==> src/rtl/vbsw_pkg.sv <==
// vbsw_pkg: shared widths, opcodes, encoding constants and structs
// for the varint byte stream writer. No dependencies.
`timescale 1ns / 1ps
`default_nettype none

package vbsw_pkg;

    localparam int OPCODE_W   = 2;
    localparam int VALUE_W    = 64;
    localparam int BYTE_W     = 8;
    localparam int ADDR_W     = 12;
    localparam int CAP_W      = 13;
    localparam int CNT_W      = 2;

    localparam logic [CAP_W-1:0] MAX_CAPACITY = 13'd4096;
    localparam logic [CAP_W-1:0] CAP_RESET    = 13'd4096;

    // opcodes
    localparam logic [OPCODE_W-1:0] OP_RAW   = 2'd0;
    localparam logic [OPCODE_W-1:0] OP_INT32 = 2'd1;
    localparam logic [OPCODE_W-1:0] OP_INT64 = 2'd2;
    localparam logic [OPCODE_W-1:0] OP_FLOAT = 2'd3;

    // remaining byte counts for fixed-width writes
    localparam logic [CNT_W-1:0] CNT_RAW   = 2'd0;
    localparam logic [CNT_W-1:0] CNT_FLOAT = 2'd3;

    localparam logic [BYTE_W-1:0] GROUP_MASK = 8'h7f;
    localparam logic [BYTE_W-1:0] CONT_BIT   = 8'h80;
    localparam logic [BYTE_W-1:0] BYTE_MASK  = 8'hff;

    typedef struct packed {
        logic [BYTE_W-1:0]  out_byte;
        logic               last;
        logic [VALUE_W-1:0] next_value;
    } t_shift_res;

    typedef struct packed {
        logic [ADDR_W-1:0] addr;
        logic              dropped;
    } t_pos_res;

endpackage

`default_nettype wire

==> src/rtl/vbsw_if.sv <==
// vbsw_in_if / vbsw_out_if: valid/ready word channels of the writer.
// Depends on vbsw_pkg for field widths.
`timescale 1ns / 1ps
`default_nettype none

interface vbsw_in_if;
    logic                                valid;
    logic                                ready;
    logic [vbsw_pkg::OPCODE_W-1:0]       opcode;
    logic signed [vbsw_pkg::VALUE_W-1:0] value;

    modport source (output valid, output opcode, output value, input ready);
    modport sink   (input valid, input opcode, input value, output ready);
endinterface

interface vbsw_out_if;
    logic                          valid;
    logic                          ready;
    logic [vbsw_pkg::BYTE_W-1:0]   out_byte;
    logic [vbsw_pkg::ADDR_W-1:0]   write_address;
    logic                          dropped;
    logic                          last_byte;

    modport source (output valid, output out_byte, output write_address,
                    output dropped, output last_byte, input ready);
    modport sink   (input valid, input out_byte, input write_address,
                    input dropped, input last_byte, output ready);
endinterface

`default_nettype wire

==> src/rtl/varint_byte_stream_writer.sv <==
// varint_byte_stream_writer: top level, sequencer and output register.
// Depends on vbsw_pkg, vbsw_if, vbsw_shift and vbsw_pos.
`timescale 1ns / 1ps
`default_nettype none

// Takes one word (opcode + 64-bit value) and emits its encoded bytes, one per
// cycle while the output side keeps taking them, each with the buffer address
// it lands at. Raw byte gives 1 byte, float 4 bytes, varints 1 to 10 bytes
// (negative int32 is sign-extended and always gives 10). The word is loaded
// first, then each byte comes out of the shared shift unit. i_word.ready is
// low while a word is being emitted. The output register lets the last byte
// wait while the next input word is accepted. Once the write position reaches
// the capacity (clamped to 4096), bytes come out flagged dropped with address
// 0 and the position holds. Capacity writes (i_cfg_we) are meant to happen
// while idle.
module varint_byte_stream_writer (
    input  wire logic                       i_clk,
    input  wire logic                       i_rst_n,
    input  wire logic                       i_cfg_we,
    input  wire logic [vbsw_pkg::CAP_W-1:0] i_cfg_data,
    vbsw_in_if.sink                         i_word,
    vbsw_out_if.source                      o_word
);

    // sequencer state
    logic                         r_busy, n_busy;
    logic                         r_varint, n_varint;
    logic [vbsw_pkg::CNT_W-1:0]   r_cnt, n_cnt;
    logic [vbsw_pkg::VALUE_W-1:0] r_value, n_value;

    // output register
    logic                         r_out_valid, n_out_valid;
    logic [vbsw_pkg::BYTE_W-1:0]  r_out_byte;
    logic [vbsw_pkg::ADDR_W-1:0]  r_out_addr;
    logic                         r_out_dropped;
    logic                         r_out_last;

    logic                 in_acc;
    logic                 step;
    vbsw_pkg::t_shift_res shift_res;
    vbsw_pkg::t_pos_res   pos_res;

    vbsw_shift u_shift (
        .i_value  (r_value),
        .i_varint (r_varint),
        .i_cnt    (r_cnt),
        .o_res    (shift_res)
    );

    vbsw_pos u_pos (
        .i_clk      (i_clk),
        .i_rst_n    (i_rst_n),
        .i_cfg_we   (i_cfg_we),
        .i_cfg_data (i_cfg_data),
        .i_step     (step),
        .o_res      (pos_res)
    );

    assign i_word.ready = !r_busy;
    assign in_acc       = i_word.valid && !r_busy;
    // one byte per cycle while the output register is free or being drained
    assign step         = r_busy && (!r_out_valid || o_word.ready);

    always_comb begin
        n_busy      = r_busy;
        n_varint    = r_varint;
        n_cnt       = r_cnt;
        n_value     = r_value;
        n_out_valid = r_out_valid;

        if (o_word.ready) begin
            n_out_valid = 1'b0;
        end

        if (in_acc) begin
            n_busy = 1'b1;
            case (i_word.opcode)
                vbsw_pkg::OP_RAW: begin
                    n_varint = 1'b0;
                    n_cnt    = vbsw_pkg::CNT_RAW;
                    n_value  = i_word.value;
                end
                vbsw_pkg::OP_INT32: begin
                    n_varint = 1'b1;
                    n_cnt    = vbsw_pkg::CNT_RAW;
                    // sign-extend the low 32 bits
                    n_value  = {{32{i_word.value[31]}}, i_word.value[31:0]};
                end
                vbsw_pkg::OP_INT64: begin
                    n_varint = 1'b1;
                    n_cnt    = vbsw_pkg::CNT_RAW;
                    n_value  = i_word.value;
                end
                default: begin
                    n_varint = 1'b0;
                    n_cnt    = vbsw_pkg::CNT_FLOAT;
                    n_value  = i_word.value;
                end
            endcase
        end else if (step) begin
            n_out_valid = 1'b1;
            n_value     = shift_res.next_value;
            n_cnt       = r_cnt - 1'b1;
            if (shift_res.last) begin
                n_busy = 1'b0;
            end
        end
    end

    always_ff @(posedge i_clk) begin
        if (!i_rst_n) begin
            r_busy      <= 1'b0;
            r_out_valid <= 1'b0;
        end else begin
            r_busy      <= n_busy;
            r_out_valid <= n_out_valid;
        end
    end

    always_ff @(posedge i_clk) begin
        r_varint <= n_varint;
        r_cnt    <= n_cnt;
        r_value  <= n_value;
        if (step) begin
            r_out_byte    <= shift_res.out_byte;
            r_out_addr    <= pos_res.addr;
            r_out_dropped <= pos_res.dropped;
            r_out_last    <= shift_res.last;
        end
    end

    assign o_word.valid         = r_out_valid;
    assign o_word.out_byte      = r_out_byte;
    assign o_word.write_address = r_out_addr;
    assign o_word.dropped       = r_out_dropped;
    assign o_word.last_byte     = r_out_last;

    // accepted word always starts a run
    a_acc_busy: assert property (@(posedge i_clk) disable iff (!i_rst_n)
        in_acc |=> r_busy)
        else $error("accepted word did not start a run");

    // dropped bytes carry address zero
    a_drop_addr: assert property (@(posedge i_clk) disable iff (!i_rst_n)
        (r_out_valid && r_out_dropped) |-> (r_out_addr == '0))
        else $error("dropped byte with nonzero address");

    // final fixed-width byte ends the run
    a_fixed_end: assert property (@(posedge i_clk) disable iff (!i_rst_n)
        (step && !r_varint && (r_cnt == vbsw_pkg::CNT_RAW)) |=> !r_busy)
        else $error("fixed write did not end on its last byte");

endmodule

`default_nettype wire

==> src/rtl/vbsw_shift.sv <==
// vbsw_shift: shared byte extraction and shift unit, one byte per use.
// Depends on vbsw_pkg.
`timescale 1ns / 1ps
`default_nettype none

module vbsw_shift (
    input  wire logic [vbsw_pkg::VALUE_W-1:0] i_value,
    input  wire logic                         i_varint,
    input  wire logic [vbsw_pkg::CNT_W-1:0]   i_cnt,
    output vbsw_pkg::t_shift_res              o_res
);

    logic more;

    always_comb begin
        more = |i_value[vbsw_pkg::VALUE_W-1:7];
        if (i_varint) begin
            // 7-bit group, continuation bit while more groups follow
            o_res.out_byte   = (i_value[vbsw_pkg::BYTE_W-1:0] & vbsw_pkg::GROUP_MASK)
                               | (more ? vbsw_pkg::CONT_BIT : '0);
            o_res.last       = !more;
            o_res.next_value = i_value >> 7;
        end else begin
            o_res.out_byte   = i_value[vbsw_pkg::BYTE_W-1:0] & vbsw_pkg::BYTE_MASK;
            o_res.last       = (i_cnt == '0);
            o_res.next_value = i_value >> 8;
        end
    end

endmodule

`default_nettype wire

==> src/rtl/vbsw_pos.sv <==
// vbsw_pos: capacity register and write position counter.
// Depends on vbsw_pkg.
`timescale 1ns / 1ps
`default_nettype none

module vbsw_pos (
    input  wire logic                       i_clk,
    input  wire logic                       i_rst_n,
    input  wire logic                       i_cfg_we,
    input  wire logic [vbsw_pkg::CAP_W-1:0] i_cfg_data,
    input  wire logic                       i_step,
    output vbsw_pkg::t_pos_res              o_res
);

    logic [vbsw_pkg::CAP_W-1:0] r_cap, n_cap;
    logic [vbsw_pkg::CAP_W-1:0] r_pos, n_pos;
    logic [vbsw_pkg::CAP_W-1:0] eff_cap;
    logic                       full;

    always_comb begin
        eff_cap       = (r_cap > vbsw_pkg::MAX_CAPACITY) ? vbsw_pkg::MAX_CAPACITY : r_cap;
        full          = (r_pos >= eff_cap);
        o_res.dropped = full;
        o_res.addr    = full ? '0 : r_pos[vbsw_pkg::ADDR_W-1:0];
        n_cap         = i_cfg_we ? i_cfg_data : r_cap;
        n_pos         = (i_step && !full) ? r_pos + 1'b1 : r_pos;
    end

    always_ff @(posedge i_clk) begin
        if (!i_rst_n) begin
            r_cap <= vbsw_pkg::CAP_RESET;
            r_pos <= '0;
        end else begin
            r_cap <= n_cap;
            r_pos <= n_pos;
        end
    end

endmodule

`default_nettype wire

==> src/flat_wrapper.sv <==
// flat-port wrapper written by rule: the top's interface ports become plain ports
module varint_byte_stream_writer_flat 
  (i_clk, i_rst_n, i_cfg_we, i_cfg_data, i_word_valid, i_word_opcode, i_word_value, i_word_ready, o_word_valid, o_word_out_byte, o_word_write_address, o_word_dropped, o_word_last_byte, o_word_ready);
  vbsw_in_if i_word_i ();
  vbsw_out_if o_word_i ();
  input  wire logic i_clk;
  input  wire logic i_rst_n;
  input  wire logic i_cfg_we;
  input  wire logic [vbsw_pkg::CAP_W-1:0] i_cfg_data;
  input wire logic [$bits(i_word_i.valid)-1:0] i_word_valid;
  input wire logic [$bits(i_word_i.opcode)-1:0] i_word_opcode;
  input wire logic [$bits(i_word_i.value)-1:0] i_word_value;
  output wire logic [$bits(i_word_i.ready)-1:0] i_word_ready;
  output wire logic [$bits(o_word_i.valid)-1:0] o_word_valid;
  output wire logic [$bits(o_word_i.out_byte)-1:0] o_word_out_byte;
  output wire logic [$bits(o_word_i.write_address)-1:0] o_word_write_address;
  output wire logic [$bits(o_word_i.dropped)-1:0] o_word_dropped;
  output wire logic [$bits(o_word_i.last_byte)-1:0] o_word_last_byte;
  input wire logic [$bits(o_word_i.ready)-1:0] o_word_ready;
  assign i_word_i.valid = i_word_valid;
  assign i_word_i.opcode = i_word_opcode;
  assign i_word_i.value = i_word_value;
  assign i_word_ready = i_word_i.ready;
  assign o_word_valid = o_word_i.valid;
  assign o_word_out_byte = o_word_i.out_byte;
  assign o_word_write_address = o_word_i.write_address;
  assign o_word_dropped = o_word_i.dropped;
  assign o_word_last_byte = o_word_i.last_byte;
  assign o_word_i.ready = o_word_ready;
  varint_byte_stream_writer u_core (.i_clk(i_clk), .i_rst_n(i_rst_n), .i_cfg_we(i_cfg_we), .i_cfg_data(i_cfg_data), .i_word(i_word_i), .o_word(o_word_i));
endmodule
==> config.mk <==
export PLATFORM = sky130hd
export DESIGN_NAME = varint_byte_stream_writer_flat
export DESIGN_NICKNAME = d
export VERILOG_FILES = /design/src/rtl/vbsw_pkg.sv /design/src/rtl/vbsw_if.sv /design/src/rtl/varint_byte_stream_writer.sv /design/src/rtl/vbsw_shift.sv /design/src/rtl/vbsw_pos.sv /design/src/flat_wrapper.sv
export SDC_FILE = /design/constraint.sdc
export NUM_CORES = 1
export LEC_CHECK = 0
export ABC_CLOCK_PERIOD_IN_PS = 3000
export BUFFER_PORTS_ARGS = -buffer_cell sky130_fd_sc_hd__buf_2
export CAP_MARGIN = 20
export CELL_PAD_IN_SITES_DETAIL_PLACEMENT = 1
export CELL_PAD_IN_SITES_GLOBAL_PLACEMENT = 1
export CORE_UTILIZATION = 35
export CTS_CLUSTER_SIZE = 10
export DETAILED_ROUTE_END_ITERATION = 7
export GPL_ROUTABILITY_DRIVEN = 0
export PLACE_DENSITY = 0.66
export SETUP_SLACK_MARGIN = 0.4
export SLEW_MARGIN = 5
export SYNTH_ARGS = -nofsm -noshare
export SYNTH_HDL_FRONTEND = slang
export SYNTH_SLANG_ARGS = --single-unit
==> constraint.sdc <==
create_clock -name i_clk -period 3 [get_ports i_clk]
set_input_delay 0.3 -clock i_clk [delete_from_list [all_inputs] [get_ports i_clk]]
set_output_delay 0.3 -clock i_clk [all_outputs]
set_load 0.05 [all_outputs]
==> reports/summary.txt, run 1 <==
outcome: completed
Synth Flop Type: edfxtp_1
worst hold start: i_cfg_data[11]
Sequential Power Share: 42.9%
Clock Skew: 0.00946 ns
total congestion overflow: 0
Sink Count: 117
min Tclk post-route: 2.51 ns
asr flop ratio synth: 0%
Syn Area/Cell: 10.6 um^2
Power per Cell Area: 664 nW/um^2
WS Path Type: reg -> reg
WL final: 15,200 um
DR DRC count: 0
diodes inserted: 0
final hold vios: 0
Seq/Total Area, Yosys: 54.8%
Clk Latency, worst-skew pair: 0.42 ns
vias in the first global route: 4,829
critical path capture point type: flop
RSZ-0062 raised after global routing: true
Setup TNS: 0 ns
fin nets: 761
CTS tree: built
yosys warns: 0
H-tree depth: 4
worst endpoint data arrival time: 2.86 ns
DIE AREA: 17,400 um^2
Crit path required time: 3.35 ns
clock slew at reported path FFs: 0.06 ns
NetSw: 1.22 mW
overall routing resource usage: 18.2%
Rel. slew slack: 33.8%
crit-path max FO: 7
CORE AREA: 16,500 um^2
area growth from synthesis to layout: 25.4%
first-pass GRT wire length: 24,800 um
Vias/cell: 5.14
Top Ports: 108
# Max-Cap Violations: 0
DIE HEIGHT: 132 um
final worst-path cycle share: 83.6%
average wire per standard cell: 17.0 um
worst slew pin tran: 0.993 ns
f_max: 399 MHz
origin of the worst setup path: u_core.u_pos.r_cap[12]$_SDFFE_PN1P_
Mapped Cells: 554
initial antenna violation count: 0
largest net degree at the start of global routing: 83
Gate power share: 13.3%
die width: 132 um
Worst R2R Start: u_core.u_pos.r_cap[12]$_SDFFE_PN1P_
#FFs+latches synth: 117
Internal: 3.69 mW
Worst Setup Start Kind: flop
Setup-failing EPs final: 0
post-synth cell types: 40
clk buf depth: 2
leakage power: 2.92 nW
clock share of power: 43.8%
num rows: 47
Net Sw Frac: 24.8%
Min-Delay Path Class: in -> reg
Pre-antenna DRT Iters: 6
HPWL after DPL: 10,800 um
placed instance count: 852
CTS buffer count: 17
syn nets: 655
Starting Density: 35.7%
remaining antenna violation count after routing: 0
DR vias: 4,592
worst vdd ir: 0.490 mV
share of cells above drive strength 1: 24.2%
CTS Root Cell: clkbuf_16
IO buf count: 107
post-route insts no fill: 893
Slew Viols, Final: 0
Starting DRT DRC Count: 244
EDFF count, synth: 89
Cell Area, Synth: 5900 um^2
CTS Hold Bufs: 0
## routing by layer
| layer | track usage [%] | share of wire (%) |
|---|---|---|
| met1 | 23.4 | 46 |
| met2 | 29.7 | 48 |
| met3 | 4.38 | 3.9 |
| met4 | 7.11 | 1.5 |
| met5 | 0 | 0 |
## layout by cell type, fill, tap and decap left out, drive strengths merged, types with 2 or more instances in the layout
cell      instances
a211oi           26
a21o              5
a21oi            24
a31o              2
a31oi            25
and2              8
and3              2
buf             122
bufinv            5
clkbuf           21
clkinv            5
clkinvlp          3
dfxtp            28
edfxtp           89
ha               17
inv              15
mux2i            46
nand2            56
nand2b           34
nand3            11
nand4             6
nor2             25
nor2b            25
nor4             15
o21ai            44
or3               4
## timing repair
action | 4_1_cts | 5_1_grt
endpoints found under the setup margin | 1 | 3
pin swaps | 0 | 1
buffers inserted | 3 | 6
resized for setup | 1 | 10
## synthesized netlist by cell type (4+ instances only)
| library cell | number | area, um^2 |
|---|---|---|
| a21oi_1 | 23 | 115 |
| clkbuf_1 | 30 | 113 |
| nand2_1 | 56 | 210 |
| and2_1 | 7 | 43.8 |
| nor2b_1 | 25 | 156 |
| inv_1 | 14 | 52.6 |
| mux2i_1 | 46 | 460 |
| nand3_1 | 11 | 55.1 |
| a31oi_1 | 25 | 156 |
| dfxtp_1 | 28 | 561 |
| nor2_1 | 25 | 93.8 |
| ha_1 | 17 | 213 |
| a211oi_1 | 26 | 195 |
| nor4_1 | 15 | 93.8 |
| nand2b_1 | 34 | 213 |
| edfxtp_1 | 89 | 2670 |
| a21o_1 | 5 | 37.5 |
| o21ai_0 | 42 | 210 |
| nand4_1 | 6 | 37.5 |
| or3_1 | 4 | 25.0 |
## cell type report
type | count | area (um^2)
flip-flops and latches | 117 | 3230
repair buffers | 122 | 677
clock inverters | 11 | 181
fillers | 1853 | 9130
clock buffers | 21 | 440
well taps | 220 | 275
inverters | 17 | 72.6
multi-input cells | 385 | 2510
## state kept, by name, summed over array words and instances (netlist names)
register and count:
u_core.r_value 64, u_core.o_word.valid 1, u_core.u_pos.r_pos 13, u_core.o_word.last_byte 1, u_core.o_word.out_byte 8, u_core.o_word.write_address 12
u_core.o_word.dropped 1, u_core.r_busy 1, u_core.r_cnt 2, u_core.u_pos.r_cap 13, u_core.r_varint 1
## worst max-delay path, cell delays in order, from the launching register on
cell and delay [ns]:
dfxtp_2 0.34, clkinvlp_4 0.15, nand2_1 0.09, ha_1 0.27, and2_4 0.20, a221oi_4 0.29, o21ai_4 0.13, a21oi_4 0.17
clkinv_4 0.09, or4_1 0.55, a21oi_2 0.15
## worst paths after layout
check / slack [ns] / end / cells after the start
min: 0.12 / u_core.u_pos.r_cap[11]$_SDFFE_PN0P_ / 3
max: 0.49 / u_core.u_pos.r_pos[12]$_SDFFE_PN0P_ / 10
max reg2reg: 0.49 / u_core.u_pos.r_pos[12]$_SDFFE_PN0P_ / 10
min reg2reg: 0.42 / u_core.o_word.out_byte[3]$_DFFE_PP_ / 0
## power groups by stage
stage | sequential, mW | combinational (mW) | clock [mW]
final | 2.11 | 0.653 | 2.15
after global routing | 2.13 | 0.718 | 2.24
after CTS | 2.11 | 0.643 | 2.18
after detailed placement | 2.14 | 0.635 | 0
after global placement | 2.13 | 0.614 | 0
after floorplan | 2.17 | 0.367 | 0
## metrics by stage
| stage | power [mW] | setup WS (ns) | hold WS, ns | utilization, % | area [um^2] |
|---|---|---|---|---|---|
| 2_1_floorplan | 2.54 | 0.568 | 0.399 | - | 5900 |
| 3_3_place_gp | 2.74 | 0.538 | 0.404 | 40.2 | 6650 |
| 3_5_place_dp | 2.77 | 0.348 | 0.407 | 40.2 | 6650 |
| 4_1_cts | 4.94 | 0.471 | 0.106 | 44.1 | 7290 |
| 5_1_grt | 5.08 | 0.363 | 0.126 | 44.8 | 7400 |
| 6_report | 4.91 | 0.491 | 0.124 | 44.8 | 7400 |
## logic make-up (layout without fill, tap and decap cells)
logic type	Yosys count	count (layout)	synth area share (%)
adder cells (fa/ha/maj)	17	17	3.61
buffers and inverters	52	171	3.37
AO/OA/AOI/OAI	131	131	13.7
flip-flops	117	117	54.8
AND/OR/NAND/NOR	190	190	16.6
XOR/XNOR	1	1	0.149
multiplexers	46	46	7.81
Power figures use the tool's default switching activity.
==> run 2, diff against run 1 <==
--- a/config.mk
+++ b/config.mk
@@ -5,7 +5,8 @@
 export SDC_FILE = /design/constraint.sdc
 export NUM_CORES = 1
 export LEC_CHECK = 0
-export ABC_CLOCK_PERIOD_IN_PS = 3000
+export ABC_AREA = 1
+export ABC_CLOCK_PERIOD_IN_PS = 2500
 export BUFFER_PORTS_ARGS = -buffer_cell sky130_fd_sc_hd__buf_2
 export CAP_MARGIN = 20
 export CELL_PAD_IN_SITES_DETAIL_PLACEMENT = 1
@@ -14,7 +15,7 @@
 export CTS_CLUSTER_SIZE = 10
 export DETAILED_ROUTE_END_ITERATION = 7
 export GPL_ROUTABILITY_DRIVEN = 0
-export PLACE_DENSITY = 0.66
+export PLACE_DENSITY = 0.69
 export SETUP_SLACK_MARGIN = 0.4
 export SLEW_MARGIN = 5
 export SYNTH_ARGS = -nofsm -noshare
==> constraint.sdc (replaced) <==
create_clock -name i_clk -period 2.5 [get_ports i_clk]
set_input_delay 0.25 -clock i_clk [delete_from_list [all_inputs] [get_ports i_clk]]
set_output_delay 0.25 -clock i_clk [all_outputs]
set_load 0.05 [all_outputs]
==> run 2 against run 1 <==
Net effect: maximum frequency increased by 1.7%; critical endpoint is now u_core.u_pos.r_pos[0]$_SDFFE_PN0P_; power rose by 17%; non-clock buffer count grew 10; via count increased by 20%; first-iteration DRC count increased by 32%; critical path depth grew 3; global-route usage up 2.7 points.
==> reports/summary.txt, run 2 <==
syn nets: 818 (+25%)
diodes inserted: 0 (unchanged)
worst vdd ir: 0.510 mV (+4.0%)
count leader, synth: nand2_1
CP endpoint: u_core.u_pos.r_pos[0]$_SDFFE_PN0P_
critical path capture point type: flop
pre-CTS setup slack: -0.0454 ns (-0.394 ns)
R2R setup slack: 0.03 ns (-0.46 ns)
overall routing resource usage: 20.9% (+2.7 points)
first-pass GRT wire length: 28,900 um (+17%)
cell family with most CP delay: simple AND/OR/NAND/NOR gates
most common cell after layout, fill and taps aside: nand2_1
clock share of power: 38.9% (-4.9 points)
Clock Skew: 0.00889 ns (-0.000576 ns)
Seq/Total Area, Yosys: 53.2% (-1.6 points)
vias in the first global route: 5,707 (+18%)
share of cells above drive strength 1: 27.1% (+2.8 points)
origin of the worst setup path: u_core.u_pos.r_cap[10]$_SDFFE_PN0P_
slowest CP cell: dfxtp_4
initial antenna violation count: 0 (unchanged)
R2R depth: 13 (+3)
DR vias: 5,523 (+20%)
total congestion overflow: 0 (unchanged)
DIE HEIGHT: 134 um (+1.5%)
# Max-Cap Violations: 0 (unchanged)
Pre-antenna DRT Iters: 4 (-2)
grt met3 use: 4.65% (+0.27 points)
gr busiest metal: met2
RSZ-0062 raised after global routing: true
H-tree depth: 4 (unchanged)
EDFF count, synth: 89 (unchanged)
DIE AREA: 17,900 um^2 (+3.0%)
Worst R2R Start: u_core.u_pos.r_cap[10]$_SDFFE_PN0P_
outcome: completed
Worst Slack Setup Final: 0.0325 ns (-0.458 ns)
worst path cell trace: nor4_4, nand3_2, nand2_4, nand2_2, ha_4, nand2_2, buf_4, nor3_4, nand2_4, buf_6, nand4_1, nand2_1, nor2_1
average wire per standard cell: 17.3 um (+1.8%)
Net Sw Frac: 28.1% (+3.3 points)
final hold vios: 0 (unchanged)
CTS buffer count: 17 (unchanged)
final worst-path cycle share: 98.7% (+15 points)
registers with the most flip-flops: u_core.r_value: 64 flops, u_core.u_pos.r_cap: 13 flops, u_core.u_pos.r_pos: 13 flops
Worst Setup Start Kind: flop
synth cell count leaders: nand2_1, nor2_1, a21oi_1, edfxtp_1, inv_1
Min-Delay Path Class: in -> reg
Biggest register: u_core.r_value
CTS Hold Bufs: 0 (unchanged)
Pwr Total: 5.72 mW (+17%)
HPWL after DPL: 12,500 um (+16%)
Cell Area, Synth: 6080 um^2 (+3.1%)
Starting Density: 36.3% (+0.59 points)
Power per Cell Area: 727 nW/um^2 (+9.5%)
CTS tree: built
Synth Flop Type: edfxtp_1
CORE AREA: 16,800 um^2 (+1.4%)
Slew Viols, Final: 0 (unchanged)
slowest stage delay, CP: 0.35 ns (-0.20 ns)
Clk Latency, worst-skew pair: 0.41 ns (about the same)
WS Path Type: reg -> reg
Sequential Power Share: 43.9% (+1.0 points)
die width: 134 um (+1.5%)
DR DRC count: 0 (unchanged)
asr flop ratio synth: 0% (unchanged)
largest net degree at the start of global routing: 68 (-18%)
share of the synthesized area in the top cell type: 44.0% (-1.4 points)
NetSw: 1.61 mW (+32%)
post-synth cell types: 31 (-23%)
#FFs+latches synth: 117 (unchanged)
Critical path buffers and inverters: 2 (unchanged)
Syn Area/Cell: 8.48 um^2 (-20%)
Worst path depth: 13 (+3)
M2 GR Usage: 35.6% (+5.9 points)
f_max: 405 MHz (+1.7%)
clock slew at reported path FFs: 0.05 ns (about the same)
WL final: 18,500 um (+22%)
R2R Path End: u_core.u_pos.r_pos[0]$_SDFFE_PN0P_
min Tclk post-route: 2.47 ns (-0.0419 ns)
IO buf count: 107 (unchanged)
Rel. slew slack: 56.4% (+23 points)
crit-path max FO: 8 (+1)
Internal: 4.12 mW (+11%)
Mapped Cells: 717 (+29%)
yosys warns: 0 (unchanged)
Vias/cell: 5.16 (+0.38%)
final core area utilization: 47.0% (+2.2 points)
Gate power share: 17.2% (+3.9 points)
worst endpoint data arrival time: 2.82 ns (-0.04 ns)
CTS Root Cell: clkbuf_16
Top Ports: 108 (unchanged)
leakage power: 3.27 nW (+12%)
fin nets: 938 (+23%)
Synth area leaders: edfxtp_1, nand2_1, dfxtp_1, a21oi_1, nor2_1
biggest area consumer among synthesized cells: edfxtp_1
Setup-failing EPs final: 0 (unchanged)
Starting DRT DRC Count: 323 (+32%)
num rows: 47 (unchanged)
most frequent cells in the layout: nand2_1, nor2_1, buf_2, a21oi_1, edfxtp_1
Crit path required time: 2.85 ns (-0.50 ns)
hold slack final: 0.0698 ns (-0.0541 ns)
worst slew pin tran: 0.654 ns (-0.339 ns)
clk buf depth: 2 (unchanged)
Sink Count: 117 (unchanged)
GR met1 Demand/Resource: 25.8% (+2.5 points)
remaining antenna violation count after routing: 0 (unchanged)
max reg flops: 64 (unchanged)
area growth from synthesis to layout: 29.5%
==> run 2: worst min-delay path: cells and delay by family <==
kind	cells	cell delay [ns]
buffers and inverters	1	0.08
AND/OR/NAND/NOR	2	0.11
==> run 2: kinds of logic after synthesis <==
group	Yosys count	synth area share, %
AOI/OAI and AO/OA	156	14.1
and+or+nand+nor	332	22.6
buffers and inverters	89	5.82
DFF	117	53.2
adders and majority gates	17	3.50
xor gates and xnor gates	6	0.864
==> run 2: worst min path at each step <==
| stage | from | end | cells after the start |
|---|---|---|---|
| 5_1_grt | i_cfg_data[4] | u_core.u_pos.r_cap[4]$_SDFFE_PN0P_ | 3 |
| 4_1_cts | i_cfg_data[4] | u_core.u_pos.r_cap[4]$_SDFFE_PN0P_ | 3 |
| 3_5_place_dp | u_core.r_value[6]$_DFFE_PP_ | u_core.o_word.out_byte[6]$_DFFE_PP_ | 0 |
| 6_report | i_cfg_data[4] | u_core.u_pos.r_cap[4]$_SDFFE_PN0P_ | 3 |
| 2_1_floorplan | i_cfg_data[12] | u_core.u_pos.r_cap[12]$_SDFFE_PN1P_ | 2 |
| 3_3_place_gp | u_core.r_value[5]$_DFFE_PP_ | u_core.o_word.out_byte[5]$_DFFE_PP_ | 0 |
==> run 2: timing repair <==
item                       CTS  global route
setup buffers                8             3
resized for setup           23            39
pin swaps                   17            17
setup endpoints to repair   26            26
cloned                       2             2
==> run 2: routing by layer <==
layer	vias to the layer above	wire (um)
li1	2688	-
met1	2677	7870
met2	127	9570
met3	31	675
met4	0	375
met5	-	0
==> run 2: final cells by class <==
type,instances,area (um^2)
multi-input cells,515,2870
well taps,220,275
fillers,1998,8890
clock inverters,6,55.1
repair buffers,132,751
flip-flops and latches,117,3240
clock buffers,26,479
inverters,54,203
==> run 2: through the flow <==
step	instances	setup TNS [ns]	area [um^2]
after floorplan	717	0	6120
after global placement	1023	0	6900
after detailed placement	1023	-0.363	6900
after CTS	1065	0	7620
after global routing	1070	-0.757	7870
final	1070	0	7870
==> run 2: power groups by stage <==
stage               Clock, mW  Sequential, mW  Combinational (mW)
floorplan                   0            2.59               0.515
global placement            0            2.53               0.854
detailed placement          0            2.54               0.892
CTS                      2.26            2.51               0.938
global route             2.36            2.54                1.09
finish                   2.23            2.51               0.983
==> run 3, diff against run 2 <==
--- a/config.mk
+++ b/config.mk
@@ -9,7 +9,7 @@
 export ABC_CLOCK_PERIOD_IN_PS = 2500
 export BUFFER_PORTS_ARGS = -buffer_cell sky130_fd_sc_hd__buf_2
 export CAP_MARGIN = 20
-export CELL_PAD_IN_SITES_DETAIL_PLACEMENT = 1
+export CELL_PAD_IN_SITES_DETAIL_PLACEMENT = 0
 export CELL_PAD_IN_SITES_GLOBAL_PLACEMENT = 1
 export CORE_UTILIZATION = 35
 export CTS_CLUSTER_SIZE = 10
==> run 3 against run 2 <==
Net effect: sequential share of layout area is 0.43 points lower; critical path depth is 3 higher; core utilization is 0.46 points higher; combinational power is 2.5% lower; critical endpoint is now u_core.u_pos.r_pos[5]$_SDFFE_PN0P_; highest routed layer unchanged.
==> reports/summary.txt, run 3 (same netlist as run 2, synthesis figures left out) <==
CTS tree: built
final worst-path cycle share: 97.0% (-1.7 points)
outcome: completed
Crit path required time: 2.78 ns (-0.07 ns)
H-tree depth: 4 (unchanged)
DIE AREA: 17,900 um^2 (unchanged)
M2 GR Usage: 30.2% (-5.4 points)
total congestion overflow: 0 (unchanged)
Starting Density: 36.3% (unchanged)
Critical path buffers and inverters: 2 (unchanged)
final core area utilization: 47.4% (+0.46 points)
CTS Root Cell: clkbuf_16
Clock Skew: 0.00858 ns (-0.000305 ns)
CTS buffer count: 17 (unchanged)
die width: 134 um (unchanged)
first-pass GRT wire length: 26,000 um (-10%)
most common cell after layout, fill and taps aside: nand2_1
share of cells above drive strength 1: 27.3% (+0.27 points)
slowest stage delay, CP: 0.35 ns (about the same)
num rows: 47 (unchanged)
cell family with most CP delay: simple AND/OR/NAND/NOR gates
Vias/cell: 5.00 (-3.1%)
FILL cells: 1,634 (-18%)
CORE AREA: 16,800 um^2 (unchanged)
worst slew pin tran: 0.650 ns (-0.00425 ns)
average wire per standard cell: 15.4 um (-11%)
Starting DRT DRC Count: 379 (+17%)
clock slew at reported path FFs: 0.05 ns (about the same)
Pre-antenna DRT Iters: 5 (+1)
IO buf count: 107 (unchanged)
leakage power: 3.29 nW (+0.74%)
initial antenna violation count: 0 (unchanged)
remaining antenna violation count after routing: 0 (unchanged)
Worst Setup Start Kind: flop
# Max-Cap Violations: 0 (unchanged)
WL final: 16,400 um (-11%)
critical path capture point type: flop
grt met3 use: 3.82% (-0.83 points)
Biggest register: u_core.r_value
area growth from synthesis to layout: 30.7%
crit-path max FO: 5 (-3)
WS Path Type: reg -> reg
max reg flops: 64 (unchanged)
pre-CTS setup slack: 0.00110 ns (+0.0465 ns)
clk buf depth: 2 (unchanged)
Setup-failing EPs final: 0 (unchanged)
diodes inserted: 0 (unchanged)
Min-Delay Path Class: in -> reg
DR DRC count: 0 (unchanged)
DIE HEIGHT: 134 um (unchanged)
multi-input logic area: 2870 um^2 (about the same)
Power per Cell Area: 744 nW/um^2 (+2.3%)
slowest CP cell: dfxtp_4
R2R depth: 16 (+3)
Rel. slew slack: 56.7% (+0.28 points)
Clk Latency, worst-skew pair: 0.42 ns (about the same)
worst vdd ir: 0.516 mV (+1.2%)
RSZ-0062 raised after global routing: true
CP most frequent cell: nand2_4
Slew Viols, Final: 0 (unchanged)
Hold Path Depth: 3 (unchanged)
f_max: 412 MHz (+1.8%)
Sink Count: 117 (unchanged)
gr busiest metal: met2
overall routing resource usage: 18.7% (-2.2 points)
min Tclk post-route: 2.42 ns (-0.0426 ns)
Worst path depth: 16 (+3)
fin nets: 937 (-0.11%)
most frequent cells in the layout: nand2_1, nor2_1, buf_2, a21oi_1, edfxtp_1
DR vias: 5,349 (-3.2%)
largest net degree at the start of global routing: 68 (unchanged)
Worst Slack Setup Final: 0.0751 ns (+0.0426 ns)
register area: 3240 um^2 (about the same)
final hold vios: 0 (unchanged)
HPWL after DPL: 10,900 um (-12%)
Top Ports: 108 (unchanged)
worst endpoint data arrival time: 2.71 ns (-0.11 ns)
worst path cell trace: nor4_4, nand3_2, nand2_4, nand2_4, ha_4, nand2_2, inv_2, nand2_4, nor2_2, nand2_1, nand2_4, buf_12, nor2_4, nand3_4, nand2_2, a21oi_1
GR met1 Demand/Resource: 24.1% (-1.7 points)
vias in the first global route: 5,261 (-7.8%)
registers with the most flip-flops: u_core.r_value: 64 flops, u_core.u_pos.r_cap: 13 flops, u_core.u_pos.r_pos: 13 flops
[run 3: cell count changes in the layout (fill, tap and decap cells not counted), moves of 3 or more]
cell	before	now
clkbuf_1	7	2
clkbuf_16	17	21
a21oi_2	6	3
nand2_4	11	7
nand2_2	12	19
nand2_1	155	152
[run 3: worst paths after layout]
kind	startpoint	endpoint	slack (ns)
setup reg to reg	u_core.u_pos.r_cap[2]$_SDFFE_PN0P_	u_core.u_pos.r_pos[5]$_SDFFE_PN0P_	0.08
setup / recovery	u_core.u_pos.r_cap[2]$_SDFFE_PN0P_	u_core.u_pos.r_pos[5]$_SDFFE_PN0P_	0.08
hold reg to reg	u_core.r_value[0]$_DFFE_PP_	u_core.o_word.out_byte[0]$_DFFE_PP_	0.42
hold / removal	i_cfg_data[3]	u_core.u_pos.r_cap[3]$_SDFFE_PN0P_	0.06
[run 3: metrics by stage]
step | instances | total power [mW] | area (um^2) | hold slack (ns) | setup TNS [ns]
4_1_cts | 1067 | 5.91 | 7710 | 0.0448 | 0
6_report | 1069 | 5.91 | 7950 | 0.0593 | 0
3_5_place_dp | 1023 | 3.40 | 6900 | 0.406 | 0
2_1_floorplan | 717 | 3.11 | 6120 | 0.373 | 0
5_1_grt | 1069 | 6.16 | 7950 | 0.0717 | -0.550
3_3_place_gp | 1023 | 3.38 | 6900 | 0.401 | 0
[run 3: tightest hold or removal path, cell delays in order]
cell,delay [ns]
buf_2,0.08
nor2_1,0.04
nor2_1,0.08
[run 3: per-layer routing]
layer,vias up,part of all wire (%)
li1,2686,-
met4,0,2.4
met2,152,48
met5,-,0
met3,31,3.7
met1,2480,46
[run 3: timing repair]
action | in CTS | in global routing
hold buffers | 0 | 0
pin swaps | 24 | 22
gates cloned | 4 | 0
setup endpoints to repair | 26 | 26
resized for setup | 21 | 38
buffers inserted | 8 | 2
[run 3: layout make-up]
class	instances	share of cell area (%)
clock buffers	27	7.40
clock inverters	5	0.331
inverters	54	2.55
multi-input cells	515	36.0
flip-flops and latches	117	40.8
well taps	220	3.46
repair buffers	131	9.46
[run 3: report_power, final]
| group | internal (mW) | total (mW) | switching [mW] |
|---|---|---|---|
| combinational | 0.339 | 0.958 | 0.619 |
| sequential | 2.37 | 2.51 | 0.135 |
| clock | 1.60 | 2.45 | 0.844 |
